==> src/rtl/rmd_pkg.sv <==
// rmd_pkg: shared codes and types of the rpc message deframer
// parse phases, item kinds, status codes, register indexes, queue entry type
// no dependencies
package rmd_pkg;

    localparam logic [4:0] PH_HDR      = 5'd0;
    localparam logic [4:0] PH_ID       = 5'd1;
    localparam logic [4:0] PH_ERR      = 5'd2;
    localparam logic [4:0] PH_NAME_LEN = 5'd3;
    localparam logic [4:0] PH_NAME_B   = 5'd4;
    localparam logic [4:0] PH_MSG_LEN  = 5'd5;
    localparam logic [4:0] PH_MSG_B    = 5'd6;
    localparam logic [4:0] PH_PAY_LEN  = 5'd7;
    localparam logic [4:0] PH_PAY_B    = 5'd8;
    localparam logic [4:0] PH_TIMEOUT  = 5'd9;
    localparam logic [4:0] PH_META_CNT = 5'd10;
    localparam logic [4:0] PH_KEY_LEN  = 5'd11;
    localparam logic [4:0] PH_KEY_B    = 5'd12;
    localparam logic [4:0] PH_VAL_LEN  = 5'd13;
    localparam logic [4:0] PH_VAL_B    = 5'd14;
    localparam logic [4:0] PH_SKIP     = 5'd15;
    localparam logic [4:0] PH_PAY_END  = 5'd16;
    localparam logic [4:0] PH_PAIR_END = 5'd17;

    localparam logic [3:0] K_ID       = 4'd0;
    localparam logic [3:0] K_TIMEOUT  = 4'd1;
    localparam logic [3:0] K_ERRCODE  = 4'd2;
    localparam logic [3:0] K_NAME_LEN = 4'd3;
    localparam logic [3:0] K_NAME_B   = 4'd4;
    localparam logic [3:0] K_MSG_LEN  = 4'd5;
    localparam logic [3:0] K_MSG_B    = 4'd6;
    localparam logic [3:0] K_PAY_LEN  = 4'd7;
    localparam logic [3:0] K_PAY_B    = 4'd8;
    localparam logic [3:0] K_META_CNT = 4'd9;
    localparam logic [3:0] K_KEY_LEN  = 4'd10;
    localparam logic [3:0] K_KEY_B    = 4'd11;
    localparam logic [3:0] K_VAL_LEN  = 4'd12;
    localparam logic [3:0] K_VAL_B    = 4'd13;
    localparam logic [3:0] K_STATUS   = 4'd14;

    localparam logic [2:0] ST_OK      = 3'd0;
    localparam logic [2:0] ST_SHORT   = 3'd1;
    localparam logic [2:0] ST_MAGIC   = 3'd2;
    localparam logic [2:0] ST_VERSION = 3'd3;
    localparam logic [2:0] ST_TYPE    = 3'd4;
    localparam logic [2:0] ST_TRUNC   = 3'd5;
    localparam logic [2:0] ST_BIG     = 3'd6;

    localparam logic [2:0] CFG_MAGIC    = 3'd0;
    localparam logic [2:0] CFG_VERSION  = 3'd1;
    localparam logic [2:0] CFG_REQ_TYPE = 3'd2;
    localparam logic [2:0] CFG_RSP_TYPE = 3'd3;
    localparam logic [2:0] CFG_MAX_PAY  = 3'd4;
    localparam logic [2:0] CFG_PARSE_RSP = 3'd5;

    localparam logic [3:0] HDR_MAGIC_END = 4'd4;
    localparam logic [3:0] HDR_VER_END   = 4'd8;
    localparam logic [3:0] HDR_BYTES     = 4'd12;

    // one queue entry: the results caused by one input byte
    typedef struct packed {
        logic [3:0]  kind;
        logic [31:0] value;
        logic [2:0]  status;
        logic        has_status2;   // a status result follows the first one
        logic [2:0]  status2;
    } rmd_entry_t;

endpackage

==> src/rtl/rpc_message_deframer.sv <==
// rpc_message_deframer: top level of the length-prefixed rpc message parser
// channel   dir  data                                    marker
// s_        in   tdata[7:0] data_byte                    tlast frame_last
// m_        out  tdata kind, value, status (40 bits)     tlast run_last
// cfg_      in   index 0..5, 32-bit write data           write enable
// one byte word is taken per cycle while the queue has room; the parser updates its
// state once per byte and its results go through the queue to m_. the output stage
// sends one result word per cycle while m_tready is high, so a byte with two results
// takes one extra output word that the queue absorbs; bytes with no result use no
// queue entry. reset is synchronous and clears parser state, queue and registers.
// a stalled output fills the QUEUE_DEPTH-entry queue before s_tready drops.
// depends on rmd_pkg, rmd_front, rmd_queue, rmd_back
module rpc_message_deframer #(
    parameter int QUEUE_DEPTH = 4
) (
    input  logic        aclk,
    input  logic        aresetn,
    input  logic        cfg_we,
    input  logic [2:0]  cfg_index,
    input  logic [31:0] cfg_wdata,
    input  logic        s_tvalid,
    output logic        s_tready,
    input  logic [7:0]  s_tdata,     // [7:0] data_byte
    input  logic        s_tlast,
    output logic        m_tvalid,
    input  logic        m_tready,
    output logic [39:0] m_tdata,     // [3:0] item_kind, [35:4] item_value,
                                     // [38:36] status_code, [39] zero
    output logic        m_tlast
);
    import rmd_pkg::*;

    logic       in_accept, push, pop, full, head_valid;
    rmd_entry_t push_entry, head_entry;

    assign s_tready  = !full;
    assign in_accept = s_tvalid && s_tready;

    rmd_front u_front (
        .aclk       (aclk),
        .aresetn    (aresetn),
        .cfg_we     (cfg_we),
        .cfg_index  (cfg_index),
        .cfg_wdata  (cfg_wdata),
        .in_accept  (in_accept),
        .in_byte    (s_tdata),
        .in_last    (s_tlast),
        .push       (push),
        .push_entry (push_entry)
    );

    rmd_queue #(
        .DEPTH (QUEUE_DEPTH)
    ) u_queue (
        .aclk       (aclk),
        .aresetn    (aresetn),
        .push       (push),
        .push_entry (push_entry),
        .pop        (pop),
        .full       (full),
        .head_valid (head_valid),
        .head_entry (head_entry)
    );

    rmd_back u_back (
        .aclk       (aclk),
        .aresetn    (aresetn),
        .head_valid (head_valid),
        .head_entry (head_entry),
        .pop        (pop),
        .m_tvalid   (m_tvalid),
        .m_tready   (m_tready),
        .m_tdata    (m_tdata),
        .m_tlast    (m_tlast)
    );

endmodule

==> src/rtl/rmd_front.sv <==
// rmd_front: configuration registers and byte parser of the deframer
// classifies each accepted byte and builds one queue entry of up to two results
// depends on rmd_pkg
module rmd_front (
    input  logic                aclk,
    input  logic                aresetn,
    input  logic                cfg_we,
    input  logic [2:0]          cfg_index,
    input  logic [31:0]         cfg_wdata,
    input  logic                in_accept,
    input  logic [7:0]          in_byte,
    input  logic                in_last,
    output logic                push,
    output rmd_pkg::rmd_entry_t push_entry
);
    import rmd_pkg::*;

    logic [31:0] magic_reg, version_reg, req_type_reg, rsp_type_reg, max_pay_reg;
    logic        parse_rsp_reg;

    logic [4:0]  phase_reg, phase_next;
    logic [1:0]  biw_reg, biw_next;
    logic [31:0] ws_reg, ws_next;
    logic [3:0]  hbs_reg, hbs_next;
    logic [31:0] br_reg, br_next;
    logic [31:0] pr_reg, pr_next;
    logic [2:0]  fault_reg, fault_next;
    logic        settled_reg, settled_next;

    logic [31:0] ws_sh, expect_word;
    logic [2:0]  hdr_code;
    logic        item_v, stl_v, ent_v;
    logic [3:0]  item_kind;
    logic [31:0] item_value;
    logic [2:0]  stl_code;
    logic [4:0]  ent_ph;

    always_ff @(posedge aclk) begin
        if (!aresetn) begin
            magic_reg     <= '0;
            version_reg   <= '0;
            req_type_reg  <= '0;
            rsp_type_reg  <= '0;
            max_pay_reg   <= '1;
            parse_rsp_reg <= 1'b0;
        end else if (cfg_we) begin
            case (cfg_index)
                CFG_MAGIC:     magic_reg     <= cfg_wdata;
                CFG_VERSION:   version_reg   <= cfg_wdata;
                CFG_REQ_TYPE:  req_type_reg  <= cfg_wdata;
                CFG_RSP_TYPE:  rsp_type_reg  <= cfg_wdata;
                CFG_MAX_PAY:   max_pay_reg   <= cfg_wdata;
                CFG_PARSE_RSP: parse_rsp_reg <= cfg_wdata[0];
                default: begin
                end
            endcase
        end
    end

    assign ws_sh = {ws_reg[23:0], in_byte};

    always_comb begin
        phase_next   = phase_reg;
        biw_next     = biw_reg;
        ws_next      = ws_reg;
        hbs_next     = hbs_reg;
        br_next      = br_reg;
        pr_next      = pr_reg;
        fault_next   = fault_reg;
        settled_next = settled_reg;
        item_v       = 1'b0;
        item_kind    = K_ID;
        item_value   = '0;
        stl_v        = 1'b0;
        stl_code     = ST_OK;
        ent_v        = 1'b0;
        ent_ph       = PH_HDR;
        expect_word  = magic_reg;
        hdr_code     = ST_MAGIC;

        if (!settled_reg) begin
            case (phase_reg)
                PH_HDR: begin
                    hbs_next = hbs_reg + 4'd1;
                    ws_next  = ws_sh;
                    if (hbs_next[1:0] == 2'd0) begin
                        if (hbs_next == HDR_MAGIC_END) begin
                            expect_word = magic_reg;
                            hdr_code    = ST_MAGIC;
                        end else if (hbs_next == HDR_VER_END) begin
                            expect_word = version_reg;
                            hdr_code    = ST_VERSION;
                        end else begin
                            expect_word = parse_rsp_reg ? rsp_type_reg : req_type_reg;
                            hdr_code    = ST_TYPE;
                        end
                        // only the first mismatch is kept
                        if (fault_reg == ST_OK && ws_sh != expect_word) begin
                            fault_next = hdr_code;
                        end
                        ws_next = '0;
                    end
                    if (hbs_next == HDR_BYTES) begin
                        if (fault_next != ST_OK) begin
                            stl_v    = 1'b1;
                            stl_code = fault_next;
                        end else begin
                            phase_next = PH_ID;
                        end
                    end
                end
                PH_SKIP: begin
                    br_next = br_reg - 32'd1;
                    if (br_next == '0) begin
                        stl_v    = 1'b1;
                        stl_code = ST_BIG;
                    end
                end
                PH_NAME_B, PH_MSG_B, PH_PAY_B, PH_KEY_B, PH_VAL_B: begin
                    item_v     = 1'b1;
                    item_value = {24'd0, in_byte};
                    br_next    = br_reg - 32'd1;
                    case (phase_reg)
                        PH_NAME_B: begin item_kind = K_NAME_B; ent_ph = PH_PAY_LEN;  end
                        PH_MSG_B:  begin item_kind = K_MSG_B;  ent_ph = PH_PAY_LEN;  end
                        PH_PAY_B:  begin item_kind = K_PAY_B;  ent_ph = PH_PAY_END;  end
                        PH_KEY_B:  begin item_kind = K_KEY_B;  ent_ph = PH_VAL_LEN;  end
                        default:   begin item_kind = K_VAL_B;  ent_ph = PH_PAIR_END; end
                    endcase
                    ent_v = (br_next == '0);
                end
                default: begin
                    ws_next  = ws_sh;
                    biw_next = biw_reg + 2'd1;
                    if (biw_next == 2'd0) begin
                        ws_next    = '0;
                        item_v     = 1'b1;
                        item_value = ws_sh;
                        case (phase_reg)
                            PH_ID: begin
                                item_kind  = K_ID;
                                phase_next = parse_rsp_reg ? PH_ERR : PH_NAME_LEN;
                            end
                            PH_ERR: begin
                                item_kind  = K_ERRCODE;
                                phase_next = PH_MSG_LEN;
                            end
                            PH_TIMEOUT: begin
                                item_kind  = K_TIMEOUT;
                                phase_next = PH_META_CNT;
                            end
                            PH_NAME_LEN: begin
                                item_kind = K_NAME_LEN;
                                if (ws_sh == '0) begin
                                    ent_v  = 1'b1;
                                    ent_ph = PH_PAY_LEN;
                                end else begin
                                    br_next    = ws_sh;
                                    phase_next = PH_NAME_B;
                                end
                            end
                            PH_MSG_LEN: begin
                                item_kind = K_MSG_LEN;
                                if (ws_sh == '0) begin
                                    ent_v  = 1'b1;
                                    ent_ph = PH_PAY_LEN;
                                end else begin
                                    br_next    = ws_sh;
                                    phase_next = PH_MSG_B;
                                end
                            end
                            PH_PAY_LEN: begin
                                item_kind = K_PAY_LEN;
                                if (ws_sh > max_pay_reg) begin
                                    // oversize: count the bytes, emit none
                                    br_next    = ws_sh;
                                    phase_next = PH_SKIP;
                                end else if (ws_sh == '0) begin
                                    ent_v  = 1'b1;
                                    ent_ph = PH_PAY_END;
                                end else begin
                                    br_next    = ws_sh;
                                    phase_next = PH_PAY_B;
                                end
                            end
                            PH_META_CNT: begin
                                item_kind = K_META_CNT;
                                pr_next   = ws_sh;
                                if (ws_sh == '0) begin
                                    stl_v    = 1'b1;
                                    stl_code = ST_OK;
                                end else begin
                                    phase_next = PH_KEY_LEN;
                                end
                            end
                            PH_KEY_LEN: begin
                                item_kind = K_KEY_LEN;
                                if (ws_sh == '0) begin
                                    ent_v  = 1'b1;
                                    ent_ph = PH_VAL_LEN;
                                end else begin
                                    br_next    = ws_sh;
                                    phase_next = PH_KEY_B;
                                end
                            end
                            default: begin
                                item_kind = K_VAL_LEN;
                                if (ws_sh == '0) begin
                                    ent_v  = 1'b1;
                                    ent_ph = PH_PAIR_END;
                                end else begin
                                    br_next    = ws_sh;
                                    phase_next = PH_VAL_B;
                                end
                            end
                        endcase
                    end
                end
            endcase
        end

        // move on once a string, payload or pair is complete
        if (ent_v) begin
            case (ent_ph)
                PH_PAIR_END: begin
                    pr_next = pr_reg - 32'd1;
                    if (pr_next == '0) begin
                        stl_v    = 1'b1;
                        stl_code = ST_OK;
                    end else begin
                        phase_next = PH_KEY_LEN;
                    end
                end
                PH_PAY_END: phase_next = parse_rsp_reg ? PH_META_CNT : PH_TIMEOUT;
                default:    phase_next = ent_ph;
            endcase
        end

        if (stl_v) begin
            settled_next = 1'b1;
        end

        if (in_last) begin
            if (!settled_reg && !stl_v) begin
                stl_v    = 1'b1;
                stl_code = (phase_next == PH_HDR && hbs_next < HDR_BYTES) ? ST_SHORT : ST_TRUNC;
            end
            phase_next   = PH_HDR;
            biw_next     = '0;
            ws_next      = '0;
            hbs_next     = '0;
            br_next      = '0;
            pr_next      = '0;
            fault_next   = ST_OK;
            settled_next = 1'b0;
        end
    end

    always_ff @(posedge aclk) begin
        if (!aresetn) begin
            phase_reg   <= PH_HDR;
            biw_reg     <= '0;
            ws_reg      <= '0;
            hbs_reg     <= '0;
            br_reg      <= '0;
            pr_reg      <= '0;
            fault_reg   <= ST_OK;
            settled_reg <= 1'b0;
        end else if (in_accept) begin
            phase_reg   <= phase_next;
            biw_reg     <= biw_next;
            ws_reg      <= ws_next;
            hbs_reg     <= hbs_next;
            br_reg      <= br_next;
            pr_reg      <= pr_next;
            fault_reg   <= fault_next;
            settled_reg <= settled_next;
        end
    end

    assign push = in_accept && (item_v || stl_v);

    always_comb begin
        if (item_v) begin
            push_entry.kind        = item_kind;
            push_entry.value       = item_value;
            push_entry.status      = ST_OK;
            push_entry.has_status2 = stl_v;
            push_entry.status2     = stl_code;
        end else begin
            push_entry.kind        = K_STATUS;
            push_entry.value       = '0;
            push_entry.status      = stl_code;
            push_entry.has_status2 = 1'b0;
            push_entry.status2     = ST_OK;
        end
    end

endmodule

==> src/rtl/rmd_queue.sv <==
// rmd_queue: short queue of parsed entries between the parser and the output stage
// register array with read and write pointers and a fill count
// depends on rmd_pkg
module rmd_queue #(
    parameter int DEPTH = 4
) (
    input  logic                aclk,
    input  logic                aresetn,
    input  logic                push,
    input  rmd_pkg::rmd_entry_t push_entry,
    input  logic                pop,
    output logic                full,
    output logic                head_valid,
    output rmd_pkg::rmd_entry_t head_entry
);
    import rmd_pkg::*;

    localparam int PTR_W = $clog2(DEPTH);
    localparam int CNT_W = $clog2(DEPTH + 1);

    rmd_entry_t       mem [DEPTH];
    logic [PTR_W-1:0] wr_ptr_reg, rd_ptr_reg;
    logic [CNT_W-1:0] count_reg;
    logic             do_push, do_pop;

    assign full       = (count_reg == CNT_W'(DEPTH));
    assign head_valid = (count_reg != '0);
    assign head_entry = mem[rd_ptr_reg];
    assign do_push    = push && !full;
    assign do_pop     = pop && head_valid;

    always_ff @(posedge aclk) begin
        if (do_push) begin
            mem[wr_ptr_reg] <= push_entry;
        end
    end

    always_ff @(posedge aclk) begin
        if (!aresetn) begin
            wr_ptr_reg <= '0;
            rd_ptr_reg <= '0;
            count_reg  <= '0;
        end else begin
            if (do_push) begin
                wr_ptr_reg <= (wr_ptr_reg == PTR_W'(DEPTH - 1)) ? '0 : wr_ptr_reg + PTR_W'(1);
            end
            if (do_pop) begin
                rd_ptr_reg <= (rd_ptr_reg == PTR_W'(DEPTH - 1)) ? '0 : rd_ptr_reg + PTR_W'(1);
            end
            case ({do_push, do_pop})
                2'b10:   count_reg <= count_reg + CNT_W'(1);
                2'b01:   count_reg <= count_reg - CNT_W'(1);
                default: count_reg <= count_reg;
            endcase
        end
    end

endmodule

==> src/rtl/rmd_back.sv <==
// rmd_back: output stage of the deframer
// splits a queue entry into one or two result words and marks the last of them
// depends on rmd_pkg
module rmd_back (
    input  logic                aclk,
    input  logic                aresetn,
    input  logic                head_valid,
    input  rmd_pkg::rmd_entry_t head_entry,
    output logic                pop,
    output logic                m_tvalid,
    input  logic                m_tready,
    output logic [39:0]         m_tdata,
    output logic                m_tlast
);
    import rmd_pkg::*;

    logic       sub_reg;   // second word of the entry is on the port
    logic [3:0] kind;
    logic [31:0] value;
    logic [2:0] status;
    logic       take;

    assign m_tvalid = head_valid;
    assign take     = m_tvalid && m_tready;

    always_comb begin
        if (sub_reg) begin
            kind    = K_STATUS;
            value   = '0;
            status  = head_entry.status2;
            m_tlast = 1'b1;
        end else begin
            kind    = head_entry.kind;
            value   = head_entry.value;
            status  = head_entry.status;
            m_tlast = !head_entry.has_status2;
        end
    end

    assign m_tdata = {1'b0, status, value, kind};
    assign pop     = take && m_tlast;

    always_ff @(posedge aclk) begin
        if (!aresetn) begin
            sub_reg <= 1'b0;
        end else if (take) begin
            sub_reg <= !m_tlast;
        end
    end

endmodule

==> config.mk <==
export PLATFORM = sky130hd
export DESIGN_NAME = rpc_message_deframer
export DESIGN_NICKNAME = d
export VERILOG_FILES = /design/src/rtl/rmd_pkg.sv /design/src/rtl/rpc_message_deframer.sv /design/src/rtl/rmd_front.sv /design/src/rtl/rmd_queue.sv /design/src/rtl/rmd_back.sv
export SDC_FILE = /design/constraint.sdc
export NUM_CORES = 1
export LEC_CHECK = 0
export BUFFER_PORTS_ARGS = -buffer_cell sky130_fd_sc_hd__buf_2
export CORE_ASPECT_RATIO = 1.5
export CORE_MARGIN = 2
export CORE_UTILIZATION = 40
export DETAILED_ROUTE_END_ITERATION = 8
export HOLD_SLACK_MARGIN = 0.02
export SLEW_MARGIN = 15
export SYNTH_ARGS = -nofsm -noshare
export SYNTH_HDL_FRONTEND = slang
export SYNTH_SLANG_ARGS = --single-unit
==> constraint.sdc <==
create_clock -name aclk -period 4.79 [get_ports aclk]
set_input_delay 0.479 -clock aclk [delete_from_list [all_inputs] [get_ports aclk]]
set_output_delay 0.479 -clock aclk [all_outputs]
set_load 0.02 [all_outputs]
# Word-level counts from Yosys, hierarchy flattened
# Memories as Yosys holds them, arrays and structs flattened. A register that Yosys moved wholly into a read port is not among the register bits.
# Index checks and enable logic that the tools add are counted.
# Widths: inputs -> output; s select.
[totals]
reg_bits = 272
output_inout_bits = 43
memories = 1
word_cells = 235
input_bits = 49
ramBits = 172
[mem_list]
columns = ["memory", "depth", "word_bits", "read_ports", "rd_clocked_by_memory_dff", "wr", "line", "rtl"]
rows = [
  ["u_queue.mem", 4, 43, 1, 1, 1, "rmd_queue.sv:21", "rmd_entry_t mem [DEPTH];"],
]
[op_classes]
n_mux = 123
addsub = 8
n_reduce_logical = 48
magnitude_cmp = 2
eq_ne = 35
[ops]
columns = ["op", "count"]
rows = [
  ["$mux 32", 21],
  ["$pmux 32 s2", 3],
  ["$logic_not 32->1", 3],
  ["$mux 24", 4],
  ["$mux 5", 19],
  ["$sub 32x1->32 const B", 2],
  ["$mux 3", 21],
  ["$pmux 24 s2", 1],
  ["$mux 43", 1],
  ["$pmux 5 s8", 1],
  ["$eq 5x4->1 const B", 7],
  ["$gt 32x32->1", 1],
  ["$ne 32x32->1", 1],
  ["$pmux 4 s8", 1],
  ["$pmux 5 s2", 3],
  ["$mux 4", 7],
  ["$mux 1", 23],
  ["$eq 5x3->1 const B", 4],
  ["$pmux 5 s4", 1],
  ["$mux 2", 8],
  ["$pmux 4 s4", 1],
  ["$pmux 5 s3", 1],
  ["$reduce_and 2->1", 7],
  ["$pmux 3 s2", 2],
  ["other kinds (36)", 73],
]

# Longest topological paths before layout
[depth]
depth_word = 30
mapped_depth = 19
depth_no_buf = 18

# Hierarchy
# A second synthesis with hierarchy kept.
[unflattened]
hier_cells = 2454
area_unflattened_um2 = 22813.1
[modules_own_cells]
columns = ["module", "cells_each", "area_each_um2", "instances", "seq_area_each_um2"]
rows = [
  ["rmd_front", 2119, 15682.5, 1, 5285.1],
  ["rmd_queue", 281, 6755.2, 1, 5345.1],
  ["rmd_back", 52, 365.4, 1, 20.0],
  ["rpc_message_deframer", 2, 10.0, 1, 0.0],
]

# Least setup slack after synthesis
# No wires, ideal clock.
[synth_path]
kind = "register to register"
from = "register u_front.br_reg[1]"
to = "memory u_queue.mem[3][0] (netlist name) (enable)"
stages_incl_launch_ff = 14
t_arrival_ns = 3.920
slack_ns = 0.465
path_cell_list = "dfxtp_1 -> inv_1 -> ha_1 -> clkbuf_1 -> or3b_2 -> nor3b_1 -> a31oi_1 -> o41ai_1 -> and3_1 -> nand3_1 -> nand2_1 -> o221ai_1 -> a221oi_2 -> and2_1"
[synth_via]
elab_chain_len = 17
elab_cells_between_ends = 19
[synth_rtl]
columns = ["item", "line", "rtl"]
rows = [
  ["from (decl)", "rmd_front.sv:25", "logic [31:0] br_reg, br_next;"],
  ["from (signal assigned)", "rmd_front.sv:274", "br_reg <= br_next;"],
  ["$sub 32x1->32 (*)", "rmd_front.sv:113, rmd_front.sv:122", ""],
  ["$logic_not 32->1 (*)", "rmd_front.sv:114, rmd_front.sv:130", ""],
  ["$mux 1", "rmd_front.sv:114", "if (br_next == '0) begin"],
  ["$pmux 1 s3", "rmd_front.sv:82", "case (phase_reg)"],
  ["$mux 1", "rmd_front.sv:81", "if (!settled_reg) begin"],
  ["$mux 1", "rmd_front.sv:227", "if (pr_next == '0) begin"],
  ["$mux 1", "rmd_front.sv:224", "case (ent_ph)"],
  ["$mux 1 (*)", "rmd_front.sv:223", "if (ent_v) begin"],
  ["$logic_not 1->1", "rmd_front.sv:244", "if (!settled_reg && !stl_v) begin"],
  ["$logic_and 1x1->1", "rmd_front.sv:244", ""],
  ["$mux 1", "rmd_front.sv:244", ""],
  ["$mux 1 (*)", "rmd_front.sv:243", "if (in_last) begin"],
  ["$logic_or 1x1->1 (*)", "rmd_front.sv:281", "assign push = in_accept && (item_v || stl_v);"],
  ["$logic_and 1x1->1 (*)", "rmd_front.sv:281", ""],
  ["$logic_and 1x1->1 (*)", "rmd_queue.sv:29", "assign do_push = push && !full;"],
  ["$mux 1 (*)", "rmd_queue.sv:33", "if (do_push) begin"],
  ["$mux 1 (implied by the code) (*)", "rmd_queue.sv:34", "mem[wr_ptr_reg] <= push_entry;"],
  ["to (decl)", "rmd_queue.sv:21", ""],
]
# Every way passes the cells marked *; elsewhere a longest branch is shown, timed or not.

# Final worst setup path
[layout_path]
from = "register u_front.hbs_reg[0]"
to = "register u_queue.count_reg[2]"
[layout_via]
elab_chain_len = 30
elab_cells_between_ends = 37
[layout_rtl]
columns = ["item", "line", "rtl"]
rows = [
  ["from (decl)", "rmd_front.sv:24", "logic [3:0] hbs_reg, hbs_next;"],
  ["from (signal assigned)", "rmd_front.sv:273", "hbs_reg <= hbs_next;"],
  ["$add 4x1->4 (*)", "rmd_front.sv:84", "hbs_next = hbs_reg + 4'd1;"],
  ["$eq 4x4->1", "rmd_front.sv:90", "end else if (hbs_next == HDR_VER_END) begin"],
  ["$mux 32", "rmd_front.sv:90", ""],
  ["$mux 32", "rmd_front.sv:87", "if (hbs_next == HDR_MAGIC_END) begin"],
  ["$mux 32", "rmd_front.sv:86", "if (hbs_next[1:0] == 2'd0) begin"],
  ["$mux 32", "rmd_front.sv:82", ""],
  ["$mux 32", "rmd_front.sv:81", ""],
  ["$ne 32x32->1", "rmd_front.sv:98", "if (fault_reg == ST_OK && ws_sh != expect_word) begin"],
  ["[14 not listed]", "-", ""],
  ["$logic_and 1x1->1", "rmd_front.sv:244", ""],
  ["$mux 1", "rmd_front.sv:244", ""],
  ["$mux 1 (*)", "rmd_front.sv:243", ""],
  ["$logic_or 1x1->1 (*)", "rmd_front.sv:281", ""],
  ["$logic_and 1x1->1 (*)", "rmd_front.sv:281", ""],
  ["$logic_and 1x1->1 (*)", "rmd_queue.sv:29", ""],
  ["$eq 2x1->1 or $eq 2x2->1 (tied branches)", "rmd_queue.sv:50", "case ({do_push, do_pop})"],
  ["$pmux 3 s2 or $reduce_bool 2->1 (tied branches)", "-", ""],
  ["to (signal assigned)", "rmd_queue.sv:51", "2'b10: count_reg <= count_reg + CNT_W'(1);"],
  ["to (signal assigned)", "rmd_queue.sv:52", "2'b01: count_reg <= count_reg - CNT_W'(1);"],
  ["to (signal assigned)", "rmd_queue.sv:53", "default: count_reg <= count_reg;"],
  ["to (decl)", "rmd_queue.sv:23", "logic [CNT_W-1:0] count_reg;"],
]
# Every way passes the cells marked *; elsewhere a longest branch is shown, timed or not. The select of a mux whose other input is x is not followed.
# A chain may end at the register's enable or synchronous reset.

==> impl_results.md <==
- Vias per inst: 5.81
- GR Util All Layers: 25.9%
- Slew Viols, Final: 0
- Antenna cells: 0
- Largest net degree at the start of global routing: 122
- R2R cell count: 19
- RR Endpoint: u_queue.count_reg[2]
- Clock slew at reported path FFs: 0.06 ns
- Die area: 60600 sq um
- CTS H-tree lvls: 2
- Most flop-heavy register: u_queue.mem
- Max_cap viols: 0
- Worst setup margin: 0.277 ns
- Final Setup Violations: 0
- Pwr/cell area: 315 nW/um^2
- Worst setup SP type: flip-flop
- Initial antenna violation count: 1
- Die H: 301 microns
- WL final: 79600 microns
- Die W: 202 microns
- Vias in the first global route: 19.5k
- Post-route clock period utilization: 94.2%
- Antenna Violating Nets Remaining: 0
- Max_slew headroom: 37.7%
- Hold EP: u_front.req_type_reg[24]
- Seq/Total Area, Yosys: 45.4%
- CTS tree: built
- 1st-pass router iterations: 6
- Setup slack, reg-to-reg: 0.28 ns
- # clock sinks: 446
- Skew final: 0.0240 ns
- Final HPWL DP: 57100 microns
- Ratio of cells with drive above 1 in the final layout: 15.3%
- GPL Wtd Cong: 0.968
- Largest register FFs: 172
- I/O pins: 92
- Fin crit period: 4.51 ns
- TNS Setup: 0 ns
- VDD IR max: 302 uV
- Number of placement rows: 108
- Post-placement cell count: 3363
- Status: complete, no violations
- Drc violations: 0
- Starting Density: 40.5%
- HP Start: cfg_wdata[24]
- CP max FO: 14
- Critical path type: flip-flop to flip-flop
- DR iter-0 viols: 1522
- Clk Latency, worst-skew pair: 0.59 ns
- Least-Margin Pin Slew: 0.934 ns
- Final nets: 2735
- Kind of end point of the critical path: flip-flop
- Ys flop type: dfxtp_1
- Worst Hold Class: primary input to flip-flop
- First-pass GRT wire length: 120000 microns
- Total global routing overflow: 0
- Clock Path Buffers: 3
- Reg2reg start: u_front.hbs_reg[0]
- Max frequency: 0.222 GHz
- Yosys cell types: 97
- Hold Vio Cnt, Final: 0
- Post-Synthesis Cells: 2554
- Pre-CTS setup slack: 0.0360 ns
- Post-synth EDFFs: 172
- Syn. warnings: 0
- CP required: 5.28 ns
- Synthesis-stage register bit count: 446
- Vias: 20.0k
- Hold path depth: 3
- CTS Root Cell: clkbuf_16
- Avg Cell Area, Syn: 9.18 sq um
- Cell area after synthesis: 23500 sq um
- Share of flip-flops with an asynchronous set or reset: 0%
- P_leak: 9.78 nW
- Post-DR wirelength/cell: 23.1 microns
- Core area: 58000 sq um
- Post-route insts no fill: 3446
- WP data arrival: 5.00 ns
- Final core utilization: 46.2%
- Num CTS Buffers: 45
- PortBufs: 90
- Total power: 8.43 mW
- Layout Area Growth over Synthesis: 14.1%
## cells in the mapped netlist, drive strengths merged, types with 8 or more instances
cell      n  area [sq um]
inv      74           278
nand2b    9          56.3
and2     87           544
buf      32           166
nand4    29           181
nor2    152           573
o21ai   124           621
edfxtp  172          5160
ha       44           551
o21a      8          60.1
mux4     43           968
a31oi    33           221
xor2     11          96.3
o211ai   46           350
mux2     10           113
and3     17           106
clkbuf  162           608
o21bai    9          67.6
a21boi  167          1250
nor4     44           322
nor2b    74           463
a221oi   14           129
nand3    29           145
or4      13           105
a211oi   20           150
or3      10          62.6
dfxtp   274          5490
nor3b     9          67.6
nand2   451          1700
mux2i    36           360
o31ai    15           118
nor3     47           263
a22oi    34           255
a21oi   108           544
xnor2    27           236
## kinds of logic after synthesis
kind of cell / Yosys count / synth area share [%]
other: 1 / 0.0160
adder cells (fa/ha/maj): 45 / 2.43
buffers and inverters: 269 / 4.50
AND/OR/NAND/NOR: 1007 / 20.8
flip-flops: 446 / 45.4
XOR/XNOR: 38 / 1.42
multiplexers: 89 / 6.15
AO/OA/AOI/OAI: 659 / 19.3
## cell usage in the layout (no fill, tap or decap), types with 37 or more instances in the layout
master     instances
o211ai_1          45
inv_1             73
nor2_1           149
a21boi_0         143
nor4_1            37
edfxtp_1         172
buf_4            132
and2_1            83
a21oi_1          106
clkbuf_16         45
nand2_1          450
mux4_2            43
buf_2             89
ha_1              43
dfxtp_1          269
nor2b_1           74
o21ai_0          111
nor3_1            44
## layout make-up
type                       count  area (sq um)
multi-input combinational   1843         11800
fill                        5555         31200
inverter                      75           282
clock buffer                  63          1240
clock inverter                19           183
tap                          770           963
timing repair buffer         230          1610
sequential                   446         10700
## timing repair
| action | CTS | global route |
|---|---|---|
| hold buffers | 0 | 0 |
| setup buffers | 0 | 1 |
| endpoints found under the setup margin | 1 | 1 |
| pin swaps | 0 | 2 |
| gates resized for setup | 1 | 6 |
## worst max-delay path: stages, from the launching register on
cell	delay, ns
dfxtp_2	0.41
ha_2	0.26
buf_4	0.16
nand2_1	0.06
mux2_4	0.35
a222oi_1	0.37
xnor2_1	0.16
nand4_1	0.14
nor4_2	0.30
buf_4	0.16
nand4_1	0.22
o221ai_2	0.29
a221oi_2	0.11
inv_1	0.10
ha_1	0.18
inv_1	0.07
fa_1	0.43
xor2_1	0.15
or3_1	0.31
a21boi_0	0.20
## worst max-delay path by stage
stage,startpoint,end,slack (ns),cells after the start
6_report,u_front.hbs_reg[0],u_queue.count_reg[2],0.28,19
5_1_grt,u_front.hbs_reg[0],u_queue.count_reg[2],-0.02,19
4_1_cts,u_front.hbs_reg[0],u_queue.count_reg[2],0.05,19
3_5_place_dp,u_front.hbs_reg[0],u_queue.count_reg[2],0.04,19
3_3_place_gp,u_front.hbs_reg[0],u_queue.count_reg[2],0.19,19
2_1_floorplan,u_front.br_reg[1],u_queue.mem[3][0],0.47,13
## through the flow
| step | hold WS (ns) | area (sq um) |
|---|---|---|
| after floorplan | 0.439 | 23500 |
| after global placement | 0.448 | 25300 |
| after detailed placement | 0.454 | 25300 |
| after CTS | 0.178 | 26700 |
| after global routing | 0.196 | 26800 |
| final | 0.201 | 26800 |
## power by group
| part | internal (mW) | switching (mW) |
|---|---|---|
| combinational | 0.338 | 0.567 |
| clock | 1.94 | 1.53 |
| sequential | 4.00 | 0.0527 |
| total | 6.28 | 2.15 |
## metal layers
metal	up-vias	GRT usage, %	share of wire [%]
met1	9720	30.0	38
li1	9362	-	-
met2	718	45.1	49
met4	0	16.0	6.9
met5	-	0	0
met3	214	3.80	5.6
Note: power is estimated with default switching activity, not from simulation.
